File: src/rtl/core/opc_pkg.sv
package opc_pkg;

  localparam int MAX_PATTERN_DEF = 64;

  typedef enum logic {
    OP_PATTERN = 1'b0,
    OP_TEXT    = 1'b1
  } op_t;

  // one input beat as held in the input stage
  typedef struct packed {
    op_t        op;
    logic [7:0] symbol;
    logic       final_byte;
  } item_t;

  // matcher verdict for the beat being processed
  typedef struct packed {
    logic hit;        // window equals pattern (or pattern empty)
    logic empty_pat;  // no pattern bytes held
    logic overflow;   // bytes dropped from current pattern
  } match_t;

endpackage

File: src/rtl/core/opc_matcher.sv
module opc_matcher #(
  parameter int MAX_PATTERN = opc_pkg::MAX_PATTERN_DEF
) (
  input  logic            clk,
  input  logic            rst_n,
  input  logic            step_en,
  input  opc_pkg::item_t  item,
  output opc_pkg::match_t verdict
);

  localparam int LEN_W = $clog2(MAX_PATTERN + 1);
  localparam logic [LEN_W-1:0] LEN_MAX = LEN_W'(MAX_PATTERN);

  // pattern held reversed: pat_r[k] is the byte that must sit k beats back
  logic [7:0]       pat_r   [MAX_PATTERN];
  logic [7:0]       pat_nxt [MAX_PATTERN];
  logic [7:0]       win_r   [MAX_PATTERN];
  logic [7:0]       win_nxt [MAX_PATTERN];
  logic [LEN_W-1:0] len_r, len_nxt;
  logic [LEN_W-1:0] seen_r, seen_nxt;
  logic             closed_r, closed_nxt;
  logic             ovf_r, ovf_nxt;

  logic [LEN_W-1:0] len_base;
  logic [LEN_W-1:0] seen_inc;
  logic [MAX_PATTERN-1:0] eq;

  // shifted window and saturated fill level for a text beat
  always_comb begin
    win_nxt[0] = item.symbol;
    for (int k = 1; k < MAX_PATTERN; k++) begin
      win_nxt[k] = win_r[k-1];
    end
    seen_inc = (seen_r == LEN_MAX) ? seen_r : seen_r + LEN_W'(1);
  end

  always_comb begin
    for (int k = 0; k < MAX_PATTERN; k++) begin
      eq[k] = (LEN_W'(k) >= len_r) || (win_nxt[k] == pat_r[k]);
    end
    verdict.empty_pat = (len_r == '0);
    verdict.hit       = verdict.empty_pat || ((seen_inc >= len_r) && (&eq));
    verdict.overflow  = ovf_r;
  end

  always_comb begin
    pat_nxt    = pat_r;
    len_nxt    = len_r;
    seen_nxt   = seen_r;
    closed_nxt = closed_r;
    ovf_nxt    = ovf_r;
    len_base   = closed_r ? '0 : len_r;
    if (step_en) begin
      case (item.op)
        opc_pkg::OP_PATTERN: begin
          if (closed_r) begin
            ovf_nxt = 1'b0;
          end
          len_nxt = len_base;
          if (len_base < LEN_MAX) begin
            pat_nxt[0] = item.symbol;
            for (int k = 1; k < MAX_PATTERN; k++) begin
              pat_nxt[k] = pat_r[k-1];
            end
            len_nxt = len_base + LEN_W'(1);
          end else begin
            ovf_nxt = 1'b1;
          end
          closed_nxt = item.final_byte;
        end
        opc_pkg::OP_TEXT: begin
          closed_nxt = 1'b1;
          seen_nxt   = item.final_byte ? '0 : seen_inc;
        end
        default: begin
          closed_nxt = closed_r;
        end
      endcase
    end
  end

  always_ff @(posedge clk) begin
    if (!rst_n) begin
      len_r    <= '0;
      seen_r   <= '0;
      closed_r <= 1'b1;
      ovf_r    <= 1'b0;
    end else begin
      len_r    <= len_nxt;
      seen_r   <= seen_nxt;
      closed_r <= closed_nxt;
      ovf_r    <= ovf_nxt;
    end
  end

  // window contents past the fill level are never compared
  always_ff @(posedge clk) begin
    pat_r <= pat_nxt;
    if (step_en && (item.op == opc_pkg::OP_TEXT)) begin
      win_r <= win_nxt;
    end
  end

endmodule

File: src/rtl/core/overlapping_pattern_counter_top.sv
// channel | dir | beat contents
// in_     | in  | tdata = symbol, tuser = operation, tlast = final_byte
// out_    | out | tdata = occurrences, tuser = pattern_overflow
//
// One beat per cycle sustained while no held result stalls the input stage; the final
// text beat is registered in the input stage, then its result in the output register.
// The match is a parallel compare of the whole window against the pattern.
// Reset empties the pattern, closes it and clears the text state.
// A held result stalls the input stage only when the next beat also ends a text.
module overlapping_pattern_counter_top #(
  parameter int MAX_PATTERN = opc_pkg::MAX_PATTERN_DEF
) (
  input  logic        clk,
  input  logic        rst_n,
  input  logic        in_tvalid,
  output logic        in_tready,
  input  logic [7:0]  in_tdata,   // [7:0] symbol
  input  logic        in_tuser,   // [0] operation
  input  logic        in_tlast,
  output logic        out_tvalid,
  input  logic        out_tready,
  output logic [31:0] out_tdata,  // [31:0] occurrences
  output logic        out_tuser   // [0] pattern_overflow
);

  opc_pkg::item_t  s1_item_r;
  logic            s1_valid_r;
  opc_pkg::match_t verdict;
  logic            out_free;
  logic            s1_ends_text;
  logic            drain;
  logic [31:0]     count_r, count_nxt;
  logic [1:0]      inc;
  logic [32:0]     sum;
  logic [31:0]     total;
  logic            out_valid_r;
  logic [31:0]     out_data_r;
  logic            out_ovf_r;

  assign out_free     = !out_valid_r || out_tready;
  assign s1_ends_text = (s1_item_r.op == opc_pkg::OP_TEXT) && s1_item_r.final_byte;
  assign drain        = s1_valid_r && (out_free || !s1_ends_text);
  assign in_tready    = !s1_valid_r || drain;

  always_ff @(posedge clk) begin
    if (!rst_n) begin
      s1_valid_r <= 1'b0;
    end else if (in_tready) begin
      s1_valid_r <= in_tvalid;
    end
  end

  always_ff @(posedge clk) begin
    if (in_tready && in_tvalid) begin
      s1_item_r.op         <= opc_pkg::op_t'(in_tuser);
      s1_item_r.symbol     <= in_tdata;
      s1_item_r.final_byte <= in_tlast;
    end
  end

  opc_matcher #(
    .MAX_PATTERN(MAX_PATTERN)
  ) u_matcher (
    .clk     (clk),
    .rst_n   (rst_n),
    .step_en (drain),
    .item    (s1_item_r),
    .verdict (verdict)
  );

  // empty pattern: the finished text adds one more
  always_comb begin
    inc   = {1'b0, verdict.hit} + {1'b0, s1_item_r.final_byte && verdict.empty_pat};
    sum   = {1'b0, count_r} + {31'd0, inc};
    total = sum[32] ? '1 : sum[31:0];
    count_nxt = count_r;
    if (drain && (s1_item_r.op == opc_pkg::OP_TEXT)) begin
      count_nxt = s1_item_r.final_byte ? '0 : total;
    end
  end

  always_ff @(posedge clk) begin
    if (!rst_n) begin
      count_r     <= '0;
      out_valid_r <= 1'b0;
    end else begin
      count_r <= count_nxt;
      if (drain && s1_ends_text) begin
        out_valid_r <= 1'b1;
      end else if (out_tready) begin
        out_valid_r <= 1'b0;
      end
    end
  end

  always_ff @(posedge clk) begin
    if (drain && s1_ends_text) begin
      out_data_r <= total;
      out_ovf_r  <= verdict.overflow;
    end
  end

  assign out_tvalid = out_valid_r;
  assign out_tdata  = out_data_r;
  assign out_tuser  = out_ovf_r;

  a_end_gives_result: assert property (@(posedge clk) disable iff (!rst_n)
    drain && s1_ends_text |=> out_valid_r)
    else $error("final text beat did not load the output register");

  a_end_clears_count: assert property (@(posedge clk) disable iff (!rst_n)
    drain && s1_ends_text |=> count_r == '0)
    else $error("count not cleared after end of text");

  a_pattern_keeps_count: assert property (@(posedge clk) disable iff (!rst_n)
    drain && (s1_item_r.op == opc_pkg::OP_PATTERN) |=> count_r == $past(count_r))
    else $error("pattern beat changed the count");

  a_no_overwrite: assert property (@(posedge clk) disable iff (!rst_n)
    out_valid_r && !out_tready |-> !(drain && s1_ends_text))
    else $error("held result overwritten");

  a_stall_cause: assert property (@(posedge clk) disable iff (!rst_n)
    !in_tready |-> s1_valid_r && s1_ends_text && out_valid_r)
    else $error("input stalled without a held result");

endmodule

File: config.mk
export PLATFORM = sky130hd
export DESIGN_NAME = overlapping_pattern_counter_top
export DESIGN_NICKNAME = d
export VERILOG_FILES = /design/src/rtl/core/opc_pkg.sv /design/src/rtl/core/opc_matcher.sv /design/src/rtl/core/overlapping_pattern_counter_top.sv
export SDC_FILE = /design/constraint.sdc
export NUM_CORES = 1
export LEC_CHECK = 0
export ABC_AREA = 1
export BUFFER_PORTS_ARGS = -buffer_cell sky130_fd_sc_hd__buf_4
export CELL_PAD_IN_SITES_DETAIL_PLACEMENT = 1
export CELL_PAD_IN_SITES_GLOBAL_PLACEMENT = 1
export CORE_UTILIZATION = 55
export DETAILED_ROUTE_END_ITERATION = 8
export GPL_TIMING_DRIVEN = 0
export MAX_ROUTING_LAYER = met4
export PLACE_DENSITY = 0.79
export SLEW_MARGIN = 30
export SYNTH_ARGS = -nofsm -noshare
export SYNTH_HDL_FRONTEND = slang
export SYNTH_SLANG_ARGS = --single-unit
File: constraint.sdc
create_clock -name clk -period 67.3 [get_ports clk]
set_clock_uncertainty 0.2 [all_clocks]
set_input_delay 13.46 -clock clk [delete_from_list [all_inputs] [get_ports clk]]
set_output_delay 13.46 -clock clk [all_outputs]
set_load 0.05 [all_outputs]
==> impl_metrics.json <==
{
  "status": "completed",
  "final_cell_area_um2": 48880,
  "track_usage_pct": 24.21,
  "die_x_um": 280.8,
  "start_util_pct": 55.91,
  "rr_worst_depth": 21,
  "synth-seq-cells": 1109,
  "path_max_fanout": 3,
  "place.gp.congestion": 0.8718,
  "grt_start_max_net_pins": 95,
  "wl_per_cell_um": 21.76,
  "crit_arrival_ns": 14.04,
  "synthAdderAreaFrac_pct": 0.3981,
  "clock_path_buffers": 3,
  "cts_made_buffers": 110,
  "num-nets-final": 3066,
  "vias": 22270,
  "cts.sinks": 1109,
  "synth_enable_flop_cells": 1059,
  "grt_pass1_vias": 24750,
  "slew-limit-headroom_pct": 36.04,
  "synth-xor-area-share_pct": 10.22,
  "yosysTopAreaCellShare_pct": 74.40,
  "ys_warn_count": 0,
  "wl_mm": 90.49,
  "fillCellCount": 6919,
  "grt_antenna_before_repair": 0,
  "synth_area_leaders": "edfxtp_1 (74%), xnor2_1 (9.9%), nand2_1 (5.4%), dfxtp_1 (2.3%), nor2_1 (1.6%)",
  "synth_top_family_by_area": "XOR/XNOR gates",
  "setup_violations": 0,
  "synthFlopType": "edfxtp_1",
  "finalNonFillerCells": 4159,
  "critPathKind": "input pin to output pin",
  "synthCells": 2845,
  "dieArea_um2": 78830,
  "synth.area.mux_share_pct": 0,
  "coreArea_um2": 76450,
  "dp_cells": 3957,
  "diodes": 0,
  "hold_path_depth": 0,
  "seqCellArea_um2": 32800,
  "postSynth.asyncResetShare_pct": 0,
  "clkTransAtPathRegs_ns": 0.07,
  "grt_pass1_wl_mm": 139.4,
  "ant_nets": 0,
  "grt_overflow_total": 0,
  "maxSlewViolCount": 0,
  "synth_compound_area_share_pct": 1.686,
  "multi_input_area_um2": 9281,
  "synth_seq_area_share_pct": 76.74,
  "drc": 0,
  "tns_ns": 0,
  "p_leak_nw": 16.21,
  "post_cts_buffers": 0,
  "power.density_nw_per_um2": 29.08,
  "synth_cell_type_count": 50,
  "cap_violations": 0,
  "placed_area_um2": 45330,
  "rsz0062_at_grt": "false",
  "whs_ns": 0.2556,
  "root_buffer": "clkbuf_16",
  "fmax_ghz": 0.03611,
  "cp-start-kind": "input pin",
  "first_pass_iters": 5,
  "finalHoldViolCount": 0,
  "top_level_ports": 49,
  "cp-end-kind": "output pin",
  "avgSynthCellArea_um2": 15.02,
  "period_minus_slack_ns": 27.70,
  "htree_levels": 3,
  "yosysTopAreaCell": "edfxtp_1",
  "ctsResizeCount": 0,
  "final_cell_mix": "edfxtp_1 (1059), nand2_1 (620), xnor2_1 (485)",
  "worst_pin_slew_ns": 0.9558,
  "period_share_pct": 41.15,
  "drt_iter0_markers": 1468,
  "synth_nets": 2872,
  "layout_commonest_cell": "edfxtp_1",
  "fp.dieH_um": 280.8,
  "worst_ep_required_time_ns": 53.64,
  "synth-simple-area-share_pct": 9.388,
  "cts-hold-fix-buffers": 0,
  "viasPerCell": 5.355,
  "synthesis.area_um2": 42740,
  "clk_latency_ns": 0.68,
  "hpwl_mm": 59.69,
  "syn2layout_area_growth_pct": 14.36,
  "portBuffers": 48,
  "drive_above_1_share_pct": 11.06,
  "vdd_drop_max_mv": 0.02859,
  "rows": 101,
  "tritoncts": "done",
  "min_path_type": "register to register"
}
-- critical path: stages --
cell	delay, ns
buf_4	0.11
inv_1	0.08
nand4_1	0.16
buf_4	0.23
-- metal layers --
layer	vias to the layer above	global-route usage, %	wire (um)
li1	10220	-	-
met1	11370	28.31	35440
met2	486	42.54	48180
met3	196	3.932	4137
met4	0	8.071	2722
met5	-	-	0
-- sequential cells by signal, summed over array words and instances (netlist names) --
| name | cells |
|---|---|
| u_matcher.seen_r | 7 |
| out_tvalid | 1 |
| u_matcher.len_r | 7 |
| s1_valid_r | 1 |
| count_r | 32 |
| out_tdata | 32 |
| s1_item_r | 10 |
| u_matcher.win_nxt | 504 |
| u_matcher.ovf_r | 1 |
| out_tuser | 1 |
| u_matcher.closed_r | 1 |
| u_matcher.pat_r | 512 |
-- cell families after synthesis --
family | count (synthesis)
AO/OA/AOI/OAI | 122
XOR/XNOR | 499
adder cells (fa/ha/maj) | 13
buffers and inverters | 162
flip-flops | 1109
AND/OR/NAND/NOR | 940
-- layout make-up --
cell class                      instances  share of cell area [%]
Timing Repair Buffer                   82                   2.626
Multi-Input combinational cell       1574                   18.99
Sequential cell                      1109                   67.10
Clock buffer                          147                   6.151
Buffer                                 20                  0.2713
Tap cell                             1030                   2.636
Clock inverter                         55                   1.116
Inverter                              142                   1.111
-- synthesized netlist by cell type (all sizes together) (5+ instances only) --
| master | number |
|---|---|
| nand2 | 656 |
| nor3 | 18 |
| clkbuf | 5 |
| or2 | 7 |
| xnor2 | 485 |
| dfxtp | 50 |
| buf | 15 |
| edfxtp | 1059 |
| inv | 141 |
| a21oi | 67 |
| xor2 | 14 |
| nand4 | 15 |
| ha | 12 |
| nand3 | 42 |
| o21ai | 43 |
| nor2 | 195 |
-- report_power, final --
| part | switching [W] | total (W) | internal [W] |
|---|---|---|---|
| clock network | 0.000256 | 0.000607 | 0.000351 |
| registers | 0.00000991 | 0.000776 | 0.000766 |
| logic | 0.0000233 | 0.0000375 | 0.0000142 |
| total | 0.000290 | 0.00142 | 0.00113 |
-- stage by stage --
step / setup slack, ns / utilization [%] / total power (W)
2_1_floorplan: 30.04 / - / 0.0008227
3_3_place_gp: 18.18 / 58.06 / 0.0008397
3_5_place_dp: 39.60 / 59.29 / 0.0008282
4_1_cts: 39.59 / 63.94 / 0.001433
5_1_grt: 39.55 / 63.94 / 0.001457
6_report: 39.60 / 63.94 / 0.001421
-- final timing paths --
| kind | from | end | slack, ns |
|---|---|---|---|
| worst min-delay path | u_matcher.ovf_r | out_tuser | 0.26 |
| worst max register to register | u_matcher.len_r[2] | out_tdata[30] | 62.24 |
| worst min register to register | u_matcher.ovf_r | out_tuser | 0.26 |
| worst max-delay path | out_tready | in_tready | 39.60 |
Power figures use the tool's default switching activity.
